File: src/hdl/iat_pkg.sv
// Shared types, register indexes and constants of the ignition advance timer.
package iat_pkg;

    localparam int TABLE_LEN_DEF = 8;
    localparam int CFG_IDX_W     = 3;
    localparam int CFG_DATA_W    = 64;
    localparam int DIV_NUM_W     = 48;
    localparam int DIV_DEN_W     = 32;
    localparam int QUEUE_DEPTH   = 4;

    localparam logic [CFG_IDX_W-1:0] REG_RPM_LOW   = 3'd0;
    localparam logic [CFG_IDX_W-1:0] REG_RPM_HIGH  = 3'd1;
    localparam logic [CFG_IDX_W-1:0] REG_ADV_LOW   = 3'd2;
    localparam logic [CFG_IDX_W-1:0] REG_ADV_HIGH  = 3'd3;
    localparam logic [CFG_IDX_W-1:0] REG_PULSE_LEN = 3'd4;
    localparam logic [CFG_IDX_W-1:0] REG_MIN_INTV  = 3'd5;

    localparam logic [15:0] PULSE_LEN_RST = 16'd2000;
    localparam logic [15:0] MIN_INTV_RST  = 16'd1000;

    localparam logic [DIV_NUM_W-1:0] RPM_NUMER = 48'd60000000;
    localparam logic [12:0]          DELAY_DEN = 13'd5760;

    // The delay divisor is 128 * 45; the division by 45 is a multiplication by
    // ceil(2^31 / 45) and a shift by 31, exact for dividends below 2^25.
    localparam logic [25:0] DIV45_RECIP = 26'd47721859;

    localparam logic [1:0] PH_IDLE  = 2'd0;
    localparam logic [1:0] PH_DELAY = 2'd1;
    localparam logic [1:0] PH_FIRE  = 2'd2;

    typedef struct packed {
        logic        ign;
        logic [15:0] rpm;
        logic [15:0] adv;
        logic [31:0] dly;
        logic        spark;
    } result_t;

endpackage

File: src/hdl/iat_fifo.sv
// Small first-in first-out queue built from registers.
module iat_fifo #(
    parameter int WIDTH = 1,
    parameter int DEPTH = iat_pkg::QUEUE_DEPTH
) (
    input  logic             clk,
    input  logic             rst_n,
    input  logic             push,
    input  logic [WIDTH-1:0] wdata,
    output logic             full,
    input  logic             pop,
    output logic [WIDTH-1:0] rdata,
    output logic             empty
);
    localparam int PTR_W = (DEPTH > 1) ? $clog2(DEPTH) : 1;
    localparam int CNT_W = $clog2(DEPTH + 1);

    logic [WIDTH-1:0] mem_reg [DEPTH];
    logic [PTR_W-1:0] wr_reg, rd_reg;
    logic [CNT_W-1:0] cnt_reg;
    logic             do_push, do_pop;

    assign full    = (cnt_reg == CNT_W'(DEPTH));
    assign empty   = (cnt_reg == '0);
    assign do_push = push && !full;
    assign do_pop  = pop && !empty;
    assign rdata   = mem_reg[rd_reg];

    always_ff @(posedge clk)
    begin
        if (do_push)
        begin
            mem_reg[wr_reg] <= wdata;
        end
    end

    always_ff @(posedge clk or negedge rst_n)
    begin
        if (!rst_n)
        begin
            wr_reg  <= '0;
            rd_reg  <= '0;
            cnt_reg <= '0;
        end
        else
        begin
            if (do_push)
            begin
                wr_reg <= (wr_reg == PTR_W'(DEPTH - 1)) ? '0 : wr_reg + 1'b1;
            end
            if (do_pop)
            begin
                rd_reg <= (rd_reg == PTR_W'(DEPTH - 1)) ? '0 : rd_reg + 1'b1;
            end
            if (do_push && !do_pop)
            begin
                cnt_reg <= cnt_reg + 1'b1;
            end
            else if (do_pop && !do_push)
            begin
                cnt_reg <= cnt_reg - 1'b1;
            end
        end
    end
endmodule

File: config.mk
export PLATFORM = sky130hd
export DESIGN_NAME = iat_fifo
export DESIGN_NICKNAME = d
export VERILOG_FILES = /design/src/hdl/iat_pkg.sv /design/src/hdl/iat_fifo.sv
export SDC_FILE = /design/constraint.sdc
export NUM_CORES = 1
export LEC_CHECK = 0
export BUFFER_PORTS_ARGS = -buffer_cell sky130_fd_sc_hd__buf_2
export CAP_MARGIN = 10
export CORE_AREA = 2 2 40 42
export CTS_BUF_LIST = sky130_fd_sc_hd__clkbuf_4
export CTS_CLUSTER_SIZE = 25
export DETAILED_ROUTE_END_ITERATION = 8
export DIE_AREA = 0 0 42 44
export HOLD_SLACK_MARGIN = 0.06
export PLACE_DENSITY = 0.6
export SYNTH_ARGS = -nofsm -noshare
export SYNTH_HDL_FRONTEND = slang
export SYNTH_SLANG_ARGS = --single-unit
export TNS_END_PERCENT = 1
File: constraint.sdc
create_clock -name clk -period 2.8 [get_ports clk]
set_clock_uncertainty 0.2 [all_clocks]
set_input_delay 0.56 -clock clk [delete_from_list [all_inputs] [get_ports clk]]
set_output_delay 0.56 -clock clk [all_outputs]
set_load 0.02 [all_outputs]
==> metrics.yaml <==
setup_path:
  cp-end-kind: "register"
  cp_data_arrival_time_ns: 2.19
  reg2regPathDepth: 8
  critPathSlowestCell: "dfrtp_1"
  critPathMaxStageDelay_ns: 0.44
  path_class: "reg2reg"
  critPathRequiredTime_ns: 2.78
  crit_path_frequent_cell: "xor2_1"
  worstPathCellList: "nor3_1 -> nand2b_2 -> ha_1 -> inv_1 -> fa_1 -> xor2_1 -> nor2_1 -> xor2_1"
  path_max_fanout: 4
  start_kind: "register"
power:
  switching_share_pct: 35.09
  p_leak_nw: 0.3189
  p_total_mw: 0.7406
  peakVddDrop_mv: 0.4722
  powerDensity_nw_per_um2: 1072
  p_sw_mw: 0.2599
  p_clk_share_pct: 15.2
  intPower_mw: 0.4808
  seq_power_share_pct: 41.3
  p_comb_share_pct: 43.5
finish:
  areaGrowthSynthToFinish_pct: 15.24
  largest_register_ffs: 4
  nNetsFinal: 67
  drive_above_1_share_pct: 44.44
  n_antenna_cell: 0
detailed_routing:
  via_per_inst: 4.714
  drt_iter0_drc: 3
  ant_nets: 0
  drt-total-wl_microns: 867
  firstDrtPassIters: 4
  vias: 330
  drt-wirelength-per-cell_microns: 12.39
  drc: 0
logic_synthesis:
  ys_types: 17
  yosys-top-cells-area: "dfrtp_1 29%, edfxtp_1 20%, ha_1 13%"
  synth_top_area_share_pct: 29.23
  synth_area_leader_cell: "dfrtp_1"
  netlist_top_cells_count: "7 x dfrtp_1, 6 x ha_1, 4 x and2_2, 4 x edfxtp_1"
  synth_most_common_cell: "dfrtp_1"
  synth_edf_count: 4
  syn-cell-area_sq_um: 599.3
  netlist_instances: 42
  syn_nets: 54
  ys_seq_area_share_pct: 49.27
  ys_ff_latch: 11
  synthFlopType: "dfrtp_1"
  ys_warn_count: 0
  synthArstFlopShare_pct: 63.64
  syn_avg_cell_area_sq_um: 14.27
grt:
  gr-usage-met3_pct: 2.500
  grtUsageTotal_pct: 10.70
  grt_pass1_wl_microns: 1407
  overflow: 0
  busiest_layer: "met2"
  grt_max_degree: 8
  use_met1_pct: 11.32
  antenna_found_initial: 0
  global_route.usage.met2_pct: 19.69
  first_global_vias: 350
sta:
  final_max_slew_viol_count: 0
  tightest_slew_ns: 0.1969
  period_minus_slack_ns: 2.210
  slew_headroom_pct: 86.87
  setup_slack_ns: 0.5905
  rsz0062_at_grt: "no"
  fmax_mhz: 452.6
  fin_tns_setup_ns: 0
  setup_violations: 0
  hold_viol: 0
  finalCritPeriodShare_pct: 78.91
place:
  io_buffer_count: 7
  place.gp.congestion: 0.7125
  dp_slack_ns: 0.5836
  place_hpwl_microns: 703.5
die:
  die_w_microns: 42
  io_pins: 8
  die_area_sq_um: 1848
  start_util_pct: 42.24
  core.rowCount: 14
  chipHeight_microns: 44
  core_area_sq_um: 1419
clocking:
  clock_path_buffers: 2
  cts-root-buf: "clkbuf_4"
  cts_buffers: 3
  ctsHtreeMaxLevel: 1
  clkLatencyLatePin_ns: 0.26
  cts_sinks: 11
  clk_pin_slew_ns: 0.07
  cts_tree: "built"
hold_path:
  hp-class: "in2reg"
  hold_path_depth: 1
job:
  max_cap_violations: 0
outcome:
  outcome: "finished, final reports clean"
## cells in the final DEF, fill, tap and decap left out
cell | netlist | final
inv_1 | 3 | 3
dfrtp_1 | 7 | 7
nor3_1 | 1 | 1
buf_4 | 0 | 1
fa_1 | 1 | 1
nand2b_2 | 1 | 1
nor3b_2 | 1 | 1
ha_1 | 6 | 6
mux4_2 | 1 | 1
xnor2_1 | 1 | 1
edfxtp_1 | 4 | 4
and2_2 | 4 | 4
dlygate4sd3_1 | 0 | 1
mux2_2 | 3 | 3
clkbuf_4 | 0 | 4
mux2_4 | 2 | 2
buf_2 | 0 | 7
xor2_1 | 2 | 2
nor2_1 | 3 | 3
nor2b_1 | 1 | 1
## cells by family (layout without fill, tap and decap cells)
family                   Yosys count  in the layout  share of synthesized area, %
XOR/XNOR                           3              3                         4.385
adder cells (fa/ha/maj)            7              7                         15.87
buffers and inverters              4             16                         3.758
flip-flops                        11             11                         49.27
multiplexers                       6              6                         14.40
AND/OR/NAND/NOR                   11             11                         12.32
## critical path: cells and delay by family, from the launching register on
kind	cells	cell delay, ns
buf+inv	1	0.06
flops	1	0.44
xor+xnor	2	0.32
simple gates	3	0.53
fa+ha+maj	2	0.57
## path summary, 6_finish.rpt
check / endpoint / slack [ns] / start
max: cnt_reg[2] / 0.59 / cnt_reg[0]
min in group asynchronous: rd_reg[1] / 0.46 / rst_n
min: mem_reg[0] / 0.31 / wdata
max reg2reg: cnt_reg[2] / 0.59 / cnt_reg[0]
max in group asynchronous: wr_reg[0] / 1.78 / rst_n
min reg2reg: cnt_reg[2] / 0.31 / cnt_reg[2]
## metal layers
metal  wire [microns]  vias to the layer above
met5                0                        -
met4               11                        0
met3               33                        2
met2              477                        9
met1              345                      155
li1                 -                      164
## stage by stage
stage / cells / hold slack [ns] / utilization [%] / instance area [sq um]
finish: 70 / 0.3094 / 48.68 / 690.7
global route: 70 / 0.2992 / 48.68 / 690.7
CTS: 70 / 0.3010 / 48.68 / 690.7
detailed placement: 65 / 0.2071 / 45.86 / 650.6
global placement: 65 / 0.1997 / 45.86 / 650.6
floorplan: 42 / 0.06441 / - / 599.3
## area by class of cell
cell class              count  area (sq um)
clock buffers               4         30.03
fillers                   129         728.2
inverters                   3         11.26
multi-input cells          27         281.5
flip-flops and latches     11         295.3
well taps                  16         20.02
repair buffers              9         52.55
## timing repair
| action | 4_1_cts | 5_1_grt |
|---|---|---|
| resized for setup | 0 | 0 |
| setup buffers | 0 | 0 |
| hold buffers | 1 | 0 |
| endpoints found under the hold margin | 7 | 0 |
## power groups by stage
stage               combinational, mW  clock, mW  sequential (mW)
finish                          0.323      0.112            0.306
global route                    0.357      0.125            0.316
CTS                             0.331      0.119            0.307
global placement                0.303          0            0.299
detailed placement              0.329          0            0.309
floorplan                       0.265          0            0.291
(Power assumes the default switching activity.)
