===== config.mk =====
export PLATFORM = sky130hd
export DESIGN_NAME = iat_core
export DESIGN_NICKNAME = d
export VERILOG_FILES = /design/src/hdl/iat_pkg.sv /design/src/hdl/iat_div.sv /design/src/hdl/iat_core.sv
export SDC_FILE = /design/constraint.sdc
export NUM_CORES = 2
export LEC_CHECK = 0
export ABC_CLOCK_PERIOD_IN_PS = 13260
export BUFFER_PORTS_ARGS = -buffer_cell sky130_fd_sc_hd__clkbuf_2
export CORE_UTILIZATION = 40
export CTS_BUF_LIST = sky130_fd_sc_hd__clkbuf_2 sky130_fd_sc_hd__clkbuf_4 sky130_fd_sc_hd__clkbuf_8
export DETAILED_ROUTE_END_ITERATION = 8
export GPL_TIMING_DRIVEN = 0
export MAX_ROUTING_LAYER = met4
export PLACE_DENSITY_LB_ADDON = 0.12
export SLEW_MARGIN = 10
export SYNTH_ARGS = -nofsm -noshare
export SYNTH_HDL_FRONTEND = slang
export SYNTH_HIERARCHICAL = 1
export SYNTH_SLANG_ARGS = --single-unit

===== constraint.sdc =====
create_clock -name clk -period 13.26 [get_ports clk]
set_input_delay 0 -clock clk [delete_from_list [all_inputs] [get_ports clk]]
set_output_delay 0 -clock clk [all_outputs]
set_load 0.05 [all_outputs]

===== src/hdl/iat_pkg.sv =====
// Shared types, register indexes and constants of the ignition advance timer.
package iat_pkg;

    localparam int TABLE_LEN_DEF = 8;
    localparam int CFG_IDX_W     = 3;
    localparam int CFG_DATA_W    = 64;
    localparam int DIV_NUM_W     = 48;
    localparam int DIV_DEN_W     = 32;
    localparam int QUEUE_DEPTH   = 4;

    localparam logic [CFG_IDX_W-1:0] REG_RPM_LOW   = 3'd0;
    localparam logic [CFG_IDX_W-1:0] REG_RPM_HIGH  = 3'd1;
    localparam logic [CFG_IDX_W-1:0] REG_ADV_LOW   = 3'd2;
    localparam logic [CFG_IDX_W-1:0] REG_ADV_HIGH  = 3'd3;
    localparam logic [CFG_IDX_W-1:0] REG_PULSE_LEN = 3'd4;
    localparam logic [CFG_IDX_W-1:0] REG_MIN_INTV  = 3'd5;

    localparam logic [15:0] PULSE_LEN_RST = 16'd2000;
    localparam logic [15:0] MIN_INTV_RST  = 16'd1000;

    localparam logic [DIV_NUM_W-1:0] RPM_NUMER = 48'd60000000;
    localparam logic [12:0]          DELAY_DEN = 13'd5760;

    // The delay divisor is 128 * 45; the division by 45 is a multiplication by
    // ceil(2^31 / 45) and a shift by 31, exact for dividends below 2^25.
    localparam logic [25:0] DIV45_RECIP = 26'd47721859;

    localparam logic [1:0] PH_IDLE  = 2'd0;
    localparam logic [1:0] PH_DELAY = 2'd1;
    localparam logic [1:0] PH_FIRE  = 2'd2;

    typedef struct packed {
        logic        ign;
        logic [15:0] rpm;
        logic [15:0] adv;
        logic [31:0] dly;
        logic        spark;
    } result_t;

endpackage


===== src/hdl/iat_div.sv =====
// Restoring divider that produces one quotient bit per cycle.
module iat_div #(
    parameter int NUM_W = iat_pkg::DIV_NUM_W,
    parameter int DEN_W = iat_pkg::DIV_DEN_W
) (
    input  logic             clk,
    input  logic             rst_n,
    input  logic             start,
    input  logic [NUM_W-1:0] num,
    input  logic [DEN_W-1:0] den,
    output logic             done,
    output logic [NUM_W-1:0] quot
);
    localparam int CNT_W = $clog2(NUM_W + 1);

    logic [DEN_W:0]   rem_reg;
    logic [NUM_W-1:0] quot_reg;
    logic [DEN_W-1:0] den_reg;
    logic [CNT_W-1:0] cnt_reg;
    logic             busy_reg, done_reg;
    logic [DEN_W:0]   trial;
    logic             fits;

    assign trial = {rem_reg[DEN_W-1:0], quot_reg[NUM_W-1]};
    assign fits  = (trial >= {1'b0, den_reg});
    assign done  = done_reg;
    assign quot  = quot_reg;

    always_ff @(posedge clk or negedge rst_n)
    begin
        if (!rst_n)
        begin
            rem_reg  <= '0;
            quot_reg <= '0;
            den_reg  <= '0;
            cnt_reg  <= '0;
            busy_reg <= 1'b0;
            done_reg <= 1'b0;
        end
        else
        begin
            done_reg <= 1'b0;
            if (start)
            begin
                rem_reg  <= '0;
                quot_reg <= num;
                den_reg  <= den;
                cnt_reg  <= CNT_W'(NUM_W);
                busy_reg <= 1'b1;
            end
            else if (busy_reg)
            begin
                rem_reg  <= fits ? trial - {1'b0, den_reg} : trial;
                quot_reg <= {quot_reg[NUM_W-2:0], fits};
                cnt_reg  <= cnt_reg - 1'b1;
                if (cnt_reg == CNT_W'(1))
                begin
                    busy_reg <= 1'b0;
                    done_reg <= 1'b1;
                end
            end
        end
    end
endmodule


===== src/hdl/iat_core.sv =====
// Tick sequencer: edge timing, phase machine, rpm, advance and delay.
module iat_core #(
    parameter int TABLE_LEN = iat_pkg::TABLE_LEN_DEF
) (
    input  logic                            clk,
    input  logic                            rst_n,
    input  logic                            cfg_write,
    input  logic [iat_pkg::CFG_IDX_W-1:0]   cfg_index,
    input  logic [iat_pkg::CFG_DATA_W-1:0]  cfg_data,
    input  logic                            in_valid,
    input  logic                            in_edge,
    output logic                            in_take,
    input  logic                            out_full,
    output logic                            out_push,
    output iat_pkg::result_t                out_data
);
    localparam logic [3:0] ST_IDLE      = 4'd0;
    localparam logic [3:0] ST_RPM_WAIT  = 4'd1;
    localparam logic [3:0] ST_LOOKUP    = 4'd2;
    localparam logic [3:0] ST_MUL       = 4'd3;
    localparam logic [3:0] ST_INT_START = 4'd4;
    localparam logic [3:0] ST_INT_WAIT  = 4'd5;
    localparam logic [3:0] ST_DLY_QUO   = 4'd6;
    localparam logic [3:0] ST_DLY_REM   = 4'd7;
    localparam logic [3:0] ST_DLY_LOW   = 4'd8;
    localparam logic [3:0] ST_DLY_DONE  = 4'd9;

    localparam int NW = iat_pkg::DIV_NUM_W;
    localparam int DW = iat_pkg::DIV_DEN_W;

    logic [63:0] rpm_lo_reg, rpm_hi_reg, adv_lo_reg, adv_hi_reg;
    logic [15:0] pulse_len_reg, min_intv_reg;

    logic [31:0] elapsed_reg, interval_reg, count_reg, last_dly_reg;
    logic        pending_reg;
    logic [1:0]  phase_reg;
    logic [15:0] last_rpm_reg, last_adv_reg;
    logic [3:0]  state_reg;
    logic        ign_reg, spark_reg;
    logic [15:0] rpm_w_reg, adv_w_reg;
    logic [15:0] a0_reg, mag_reg, off_reg, span_reg;
    logic        neg_reg;
    logic [31:0] prod_reg;
    logic [19:0] qi_reg;
    logic [12:0] ri_reg;
    logic [35:0] hiprod_reg;
    logic [28:0] loprod_reg;

    logic [127:0] rpm_all, adv_all;
    logic [15:0] rbin [TABLE_LEN];
    logic [15:0] abin [TABLE_LEN];

    logic        div_start, div_done;
    logic [NW-1:0] div_num, div_quot;
    logic [DW-1:0] div_den;

    logic [31:0] e_inc, intv_c, iv_c, cnt_c;
    logic        accept, pend_c, handle, ign_c, spark_c;
    logic [1:0]  ph_c;
    logic        seg_found;
    logic [15:0] seg_a0, seg_a1, seg_b0, seg_b1;
    logic [31:0] dly_c;
    logic [15:0] int_q;
    logic [50:0] qi_prod;
    logic [32:0] qi_back;
    logic [31:0] ri_full;
    logic [47:0] lo_q_prod;
    logic [36:0] dly_sum;

    assign rpm_all = {rpm_hi_reg, rpm_lo_reg};
    assign adv_all = {adv_hi_reg, adv_lo_reg};

    always_comb
    begin
        for (int i = 0; i < TABLE_LEN; i++)
        begin
            rbin[i] = rpm_all[16*i +: 16];
            abin[i] = adv_all[16*i +: 16];
        end
    end

    always_comb
    begin
        e_inc   = (elapsed_reg == '1) ? elapsed_reg : elapsed_reg + 32'd1;
        accept  = in_edge && (e_inc > {16'd0, min_intv_reg});
        intv_c  = accept ? e_inc : interval_reg;
        pend_c  = pending_reg || accept;
        iv_c    = (intv_c == '0) ? 32'd1 : intv_c;
        ph_c    = phase_reg;
        cnt_c   = count_reg;
        ign_c   = 1'b0;
        spark_c = 1'b0;
        handle  = 1'b0;
        if (ph_c == iat_pkg::PH_DELAY)
        begin
            if (cnt_c != '0)
            begin
                cnt_c = cnt_c - 32'd1;
            end
            else
            begin
                cnt_c   = {16'd0, pulse_len_reg};
                ph_c    = (pulse_len_reg == '0) ? iat_pkg::PH_IDLE : iat_pkg::PH_FIRE;
                spark_c = (pulse_len_reg != '0);
            end
        end
        if (ph_c == iat_pkg::PH_FIRE && !(!spark_c && cnt_c == '0))
        begin
            ign_c = 1'b1;
            cnt_c = cnt_c - 32'd1;
            if (cnt_c == '0)
            begin
                ph_c = iat_pkg::PH_IDLE;
            end
        end
        else if (ph_c == iat_pkg::PH_FIRE)
        begin
            ph_c = iat_pkg::PH_IDLE;
        end
        else if (ph_c != iat_pkg::PH_DELAY)
        begin
            ph_c   = iat_pkg::PH_IDLE;
            handle = pend_c;
        end
    end

    always_comb
    begin
        seg_found = 1'b0;
        seg_a0    = abin[0];
        seg_a1    = abin[0];
        seg_b0    = rbin[0];
        seg_b1    = rbin[0];
        for (int i = TABLE_LEN - 2; i >= 0; i--)
        begin
            if (rpm_w_reg >= rbin[i] && rpm_w_reg < rbin[i+1])
            begin
                seg_found = 1'b1;
                seg_a0    = abin[i];
                seg_a1    = abin[i+1];
                seg_b0    = rbin[i];
                seg_b1    = rbin[i+1];
            end
        end
    end

    // The delay is advance * q + (advance * r) / 5760, where q and r are the
    // quotient and remainder of the interval divided by 5760.
    assign qi_prod   = interval_reg[31:7] * iat_pkg::DIV45_RECIP;
    assign qi_back   = qi_reg * iat_pkg::DELAY_DEN;
    assign ri_full   = interval_reg - qi_back[31:0];
    assign lo_q_prod = loprod_reg[28:7] * iat_pkg::DIV45_RECIP;
    assign dly_sum   = {1'b0, hiprod_reg} + {20'd0, lo_q_prod[47:31]};
    assign dly_c     = (dly_sum[36:32] != '0) ? 32'hFFFF_FFFF : dly_sum[31:0];
    assign int_q     = div_quot[15:0];

    always_comb
    begin
        div_start = 1'b0;
        div_num   = iat_pkg::RPM_NUMER;
        div_den   = iv_c;
        unique case (state_reg)
            ST_IDLE:
            begin
                div_start = in_valid && !out_full && handle;
            end
            ST_INT_START:
            begin
                div_start = 1'b1;
                div_num   = {16'd0, prod_reg};
                div_den   = {16'd0, span_reg};
            end
            default:
            begin
                div_start = 1'b0;
            end
        endcase
    end

    always_comb
    begin
        in_take  = (state_reg == ST_IDLE) && in_valid && !out_full;
        out_push = 1'b0;
        out_data = '{ign: ign_c, rpm: last_rpm_reg, adv: last_adv_reg,
                     dly: last_dly_reg, spark: spark_c};
        if (state_reg == ST_IDLE)
        begin
            out_push = in_take && !handle;
        end
        else if (state_reg == ST_DLY_DONE)
        begin
            out_push = 1'b1;
            out_data = '{ign: ign_reg, rpm: rpm_w_reg, adv: adv_w_reg,
                         dly: dly_c, spark: spark_reg};
        end
    end

    iat_div #(
        .NUM_W (NW),
        .DEN_W (DW)
    ) u_div (
        .clk   (clk),
        .rst_n (rst_n),
        .start (div_start),
        .num   (div_num),
        .den   (div_den),
        .done  (div_done),
        .quot  (div_quot)
    );

    always_ff @(posedge clk or negedge rst_n)
    begin
        if (!rst_n)
        begin
            rpm_lo_reg    <= '0;
            rpm_hi_reg    <= '0;
            adv_lo_reg    <= '0;
            adv_hi_reg    <= '0;
            pulse_len_reg <= iat_pkg::PULSE_LEN_RST;
            min_intv_reg  <= iat_pkg::MIN_INTV_RST;
        end
        else if (cfg_write)
        begin
            unique case (cfg_index)
                iat_pkg::REG_RPM_LOW:   rpm_lo_reg    <= cfg_data;
                iat_pkg::REG_RPM_HIGH:  rpm_hi_reg    <= cfg_data;
                iat_pkg::REG_ADV_LOW:   adv_lo_reg    <= cfg_data;
                iat_pkg::REG_ADV_HIGH:  adv_hi_reg    <= cfg_data;
                iat_pkg::REG_PULSE_LEN: pulse_len_reg <= cfg_data[15:0];
                iat_pkg::REG_MIN_INTV:  min_intv_reg  <= cfg_data[15:0];
                default:                rpm_lo_reg    <= rpm_lo_reg;
            endcase
        end
    end

    always_ff @(posedge clk or negedge rst_n)
    begin
        if (!rst_n)
        begin
            elapsed_reg  <= '0;
            interval_reg <= '0;
            count_reg    <= '0;
            last_dly_reg <= '0;
            pending_reg  <= 1'b0;
            phase_reg    <= iat_pkg::PH_IDLE;
            last_rpm_reg <= '0;
            last_adv_reg <= '0;
            state_reg    <= ST_IDLE;
            ign_reg      <= 1'b0;
            spark_reg    <= 1'b0;
        end
        else
        begin
            unique case (state_reg)
                ST_IDLE:
                begin
                    if (in_take)
                    begin
                        elapsed_reg  <= accept ? 32'd0 : e_inc;
                        interval_reg <= intv_c;
                        phase_reg    <= ph_c;
                        count_reg    <= cnt_c;
                        ign_reg      <= ign_c;
                        spark_reg    <= spark_c;
                        pending_reg  <= pend_c && !handle;
                        if (handle)
                        begin
                            state_reg <= ST_RPM_WAIT;
                        end
                    end
                end
                ST_RPM_WAIT:
                begin
                    if (div_done)
                    begin
                        state_reg <= ST_LOOKUP;
                    end
                end
                ST_LOOKUP:
                begin
                    state_reg <= (rpm_w_reg < rbin[0] || !seg_found) ? ST_DLY_QUO : ST_MUL;
                end
                ST_MUL:        state_reg <= ST_INT_START;
                ST_INT_START:  state_reg <= ST_INT_WAIT;
                ST_INT_WAIT:
                begin
                    if (div_done)
                    begin
                        state_reg <= ST_DLY_QUO;
                    end
                end
                ST_DLY_QUO:    state_reg <= ST_DLY_REM;
                ST_DLY_REM:    state_reg <= ST_DLY_LOW;
                ST_DLY_LOW:    state_reg <= ST_DLY_DONE;
                ST_DLY_DONE:
                begin
                    last_rpm_reg <= rpm_w_reg;
                    last_adv_reg <= adv_w_reg;
                    last_dly_reg <= dly_c;
                    count_reg    <= dly_c;
                    phase_reg    <= iat_pkg::PH_DELAY;
                    state_reg    <= ST_IDLE;
                end
                default:       state_reg <= ST_IDLE;
            endcase
        end
    end

    always_ff @(posedge clk)
    begin
        if (state_reg == ST_RPM_WAIT && div_done)
        begin
            rpm_w_reg <= (div_quot[47:16] != '0) ? 16'hFFFF : div_quot[15:0];
        end
        if (state_reg == ST_LOOKUP)
        begin
            a0_reg   <= seg_a0;
            neg_reg  <= (seg_a1 < seg_a0);
            mag_reg  <= (seg_a1 < seg_a0) ? seg_a0 - seg_a1 : seg_a1 - seg_a0;
            off_reg  <= rpm_w_reg - seg_b0;
            span_reg <= seg_b1 - seg_b0;
            if (rpm_w_reg < rbin[0])
            begin
                adv_w_reg <= abin[0];
            end
            else if (!seg_found)
            begin
                adv_w_reg <= abin[TABLE_LEN-1];
            end
        end
        if (state_reg == ST_MUL)
        begin
            prod_reg <= off_reg * mag_reg;
        end
        if (state_reg == ST_INT_WAIT && div_done)
        begin
            adv_w_reg <= neg_reg ? a0_reg - int_q : a0_reg + int_q;
        end
        if (state_reg == ST_DLY_QUO)
        begin
            qi_reg <= qi_prod[50:31];
        end
        if (state_reg == ST_DLY_REM)
        begin
            ri_reg     <= ri_full[12:0];
            hiprod_reg <= adv_w_reg * qi_reg;
        end
        if (state_reg == ST_DLY_LOW)
        begin
            loprod_reg <= adv_w_reg * ri_reg;
        end
    end
endmodule


==> metrics.md <==
| Metric | Value |
|---|---|
| Placement Cell Area | `roughly 94000 um2` |
| RSZ-0062 raised after global routing | `no` |
| First-pass GRT wire length | `just under 500000 um` |
| Period utilization | `94.2%` |
| Number of flops mapped to enable cells by yosys | `220` |
| Max-slew violations | `0` |
| Row Count | `172` |
| Post-Synth Adder-Cell Area | `a little over a third` |
| Worst-skew pair later-pin latency | `1.00 ns` |
| VDD IR max | `around 0.11 mV` |
| Final count of hold timing violations | `0` |
| Final instance area | `about 98000 um2` |
| Final setup violating endpoints | `0` |
| Hold path depth | `4` |
| Layout cells sized above 1 | `7.54%` |
| Slew HR | `11.9%` |
| PortBufs | `140` |
| Via count | `73100` |
| Worst EP arrival | `12.49 ns` |
| Initial antenna violation count | `33` |
| Achievable Freq | `0.0800 GHz` |
| Drt drc | `0` |
| Most used cell, CP | `inv_1` |
| LEAKAGE | `47.2 nW` |
| Required @ worst endpoint | `13.26 ns` |
| Mapped Cells | `slightly below 10000` |
| Post-synth top cells | `inv_1 (1485), nand2_1 (1206), ha_1 (1002), fa_1 (921), dfrtp_1 (565)` |
| CP Class | `flop to output port` |
| Seq cells post-synth | `797` |
| Largest family of logic cells by synthesized area | `adder cells` |
| Layout Skew | `0.0927 ns` |
| Sequential area share after synthesis | `a little under a quarter` |
| Register-to-Register Path Depth | `36` |
| Root buffer cell | `clkbuf_8` |
| Async S/R FF share, synth | `72.4%` |
| Crit end category | `output port` |
| Post-synthesis simple-gate area fraction | `13.9%` |
| Total CTS buffers | `156` |
| Ys flop type | `dfrtp_1` |
| Worst slew pin tran | `1.31 ns` |
| Yosys top cell by area | `fa_1` |
| Initial core utilization | `40.4%` |
| CP Max Fanout | `10` |
| Vias in the first global route | `75400` |
| Max-cap violations | `0` |
| Xor/xnor share of the synthesized area | `between 3 and 4%` |
| Top-count cell post-synth | `inv_1` |
| Synth Area in Compound Gates | `12.5%` |
| Antenna Violating Nets Remaining | `0` |
| GRT Util Overall | `a little under a third` |
| Width of the die | `474 um` |
| Total grt overflow | `0` |
| Drt pass-1 iters | `6` |
| RePlAce Congestion | `0.972` |
| DRT iter0 DRCs | `5582` |
| Critical Path Max Stage Delay | `approximately 0.67 ns` |
| Post-synth design cell area | `89000 um2` |
| Largest net degree at the start of global routing | `95` |
| Core ar. | `220000 um2` |
| Outcome | `complete, no violations` |
| Htree depth | `4` |
| Distinct cells, synth | `between 100 and 150` |
| Post-CTS setup buffer count | `0` |
| Post-DR wirelength/cell | `25.5 um` |
| Ys Warns | `6` |
| Nets | `approximately 12000` |
| Die height | `474 um` |
| Synth Area per Inst | `just over 9 um2` |
| Layout area overhead | `10.7%` |
| Sink Count | `797` |
| CTS tree | `done` |
| Cell Pwr Density | `73.7 nW/um2` |
| DRT Wirelength | `336000 um` |
| Post-synth top area share | `20.7%` |
| Post-synthesis mux area share | `4.06%` |
| Post-layout min period | `around 12 ns` |
| Clk buf depth | `3` |
| Worst Hold Class | `primary input to flop` |
| Reg clk slew, reported paths | `0.07 ns` |
| Min Hold Slack | `0.0881 ns` |
| CP Launch Type | `flop` |
| Crit-path slowest cell | `a21oi_1` |
| Vias/cell | `between 5 and 6` |
| Ports | `141` |
| Die area | `around 220000 um2` |
| DP HPWL | `around 270000 um` |
| Synth top area cells | `fa_1 (21%), dfrtp_1 (16%), ha_1 (14%)` |
[path summary, 6_finish.rpt]
| path | startpoint | to | slack, ns |
|---|---|---|---|
| hold / removal | cfg_data[60] | rpm_lo_reg[60] | 0.09 |
| hold reg to reg | last_rpm_reg[10] | last_rpm_reg[10] | 0.47 |
| min in group asynchronous | rst_n | last_dly_reg[27] | 0.25 |
| setup reg to reg | loprod_reg[12] | count_reg[16] | 1.77 |
| setup / recovery | loprod_reg[27] | out_data[17] | 0.77 |
| max in group asynchronous | rst_n | u_div/rem_reg[26] | 11.61 |
[repair_timing]
item / CTS / global route
hold endpoints to repair: 541 / 0
resized for setup: 0 / 4
hold buffers: 109 / 0
endpoints found under the setup margin: 0 / 29
[worst max-delay path, delay by kind of cell, from the launching register on]
family	cells	cell delay [ns]
AO/OA/AOI/OAI	16	4.51
XOR/XNOR	1	0.29
adder cells (fa/ha/maj)	9	4.35
buffers and inverters	10	1.48
flip-flops	1	0.50
AND/OR/NAND/NOR	1	0.39
[stage by stage]
stage / power (mW) / setup slack, ns / TNS (ns) / cells / util [%]
floorplan: 3.80 / 3.99 / 0 / 9616 / -
global placement: 4.42 / -2.79 / -1442.79 / 12700 / 42.4
detailed placement: 4.44 / 1.29 / 0 / 12700 / 42.6
CTS: 7.28 / 0.187 / 0 / 13100 / 44.7
global route: 7.54 / 0.143 / 0 / 13100 / 44.7
finish: 7.25 / 0.767 / 0 / 13200 / 44.7
[layer usage]
layer	global-route usage (%)	routed length, um
met4	13.0	16200
met3	4.70	21100
met2	50.2	159000
met1	38.4	140000
met5	-	0
[final cells by class]
class                      instances  area [um2]
inverter                        1487        5580
clock buffer                     237        2940
multi-input combinational       6926       60900
fill                           21800      122000
timing repair buffer             277        2210
buffer                           406        1590
tap                             2958        3700
sequential                       797       21100
antenna                           16        40.0
clock inverter                    51         498
[kinds of logic (layout without fill, tap and decap cells)]
group	after synthesis	count (layout)
xor gates and xnor gates	306	306
and+or+nand+nor	2626	2626
DFF	797	797
AOI/OAI and AO/OA	1717	1717
other	1	32
buffers and inverters	1893	2458
muxes	338	338
adders and majority gates	1923	1923
[cells in the final DEF (no fill, tap or decap), drive strengths merged, types with 110 or more instances in the layout]
cell type and n:
inv 1495, nand2 1207, ha 1002, fa 921, clkbuf 743, dfrtp 565
o21ai 440, nor2 431, a21oi 396, and2 341, edfxtp 220, xnor2 196
mux2 183, a21o 167, mux2i 155, a211oi 154, nand3 114, nor3 112
xor2 110
[power breakdown]
| group | internal (mW) | switching [mW] |
|---|---|---|
| clock network | 1.50 | 1.30 |
| logic | 0.568 | 0.892 |
| registers | 2.76 | 0.238 |
| total | 4.83 | 2.43 |
Power figures use the tool's default switching activity.
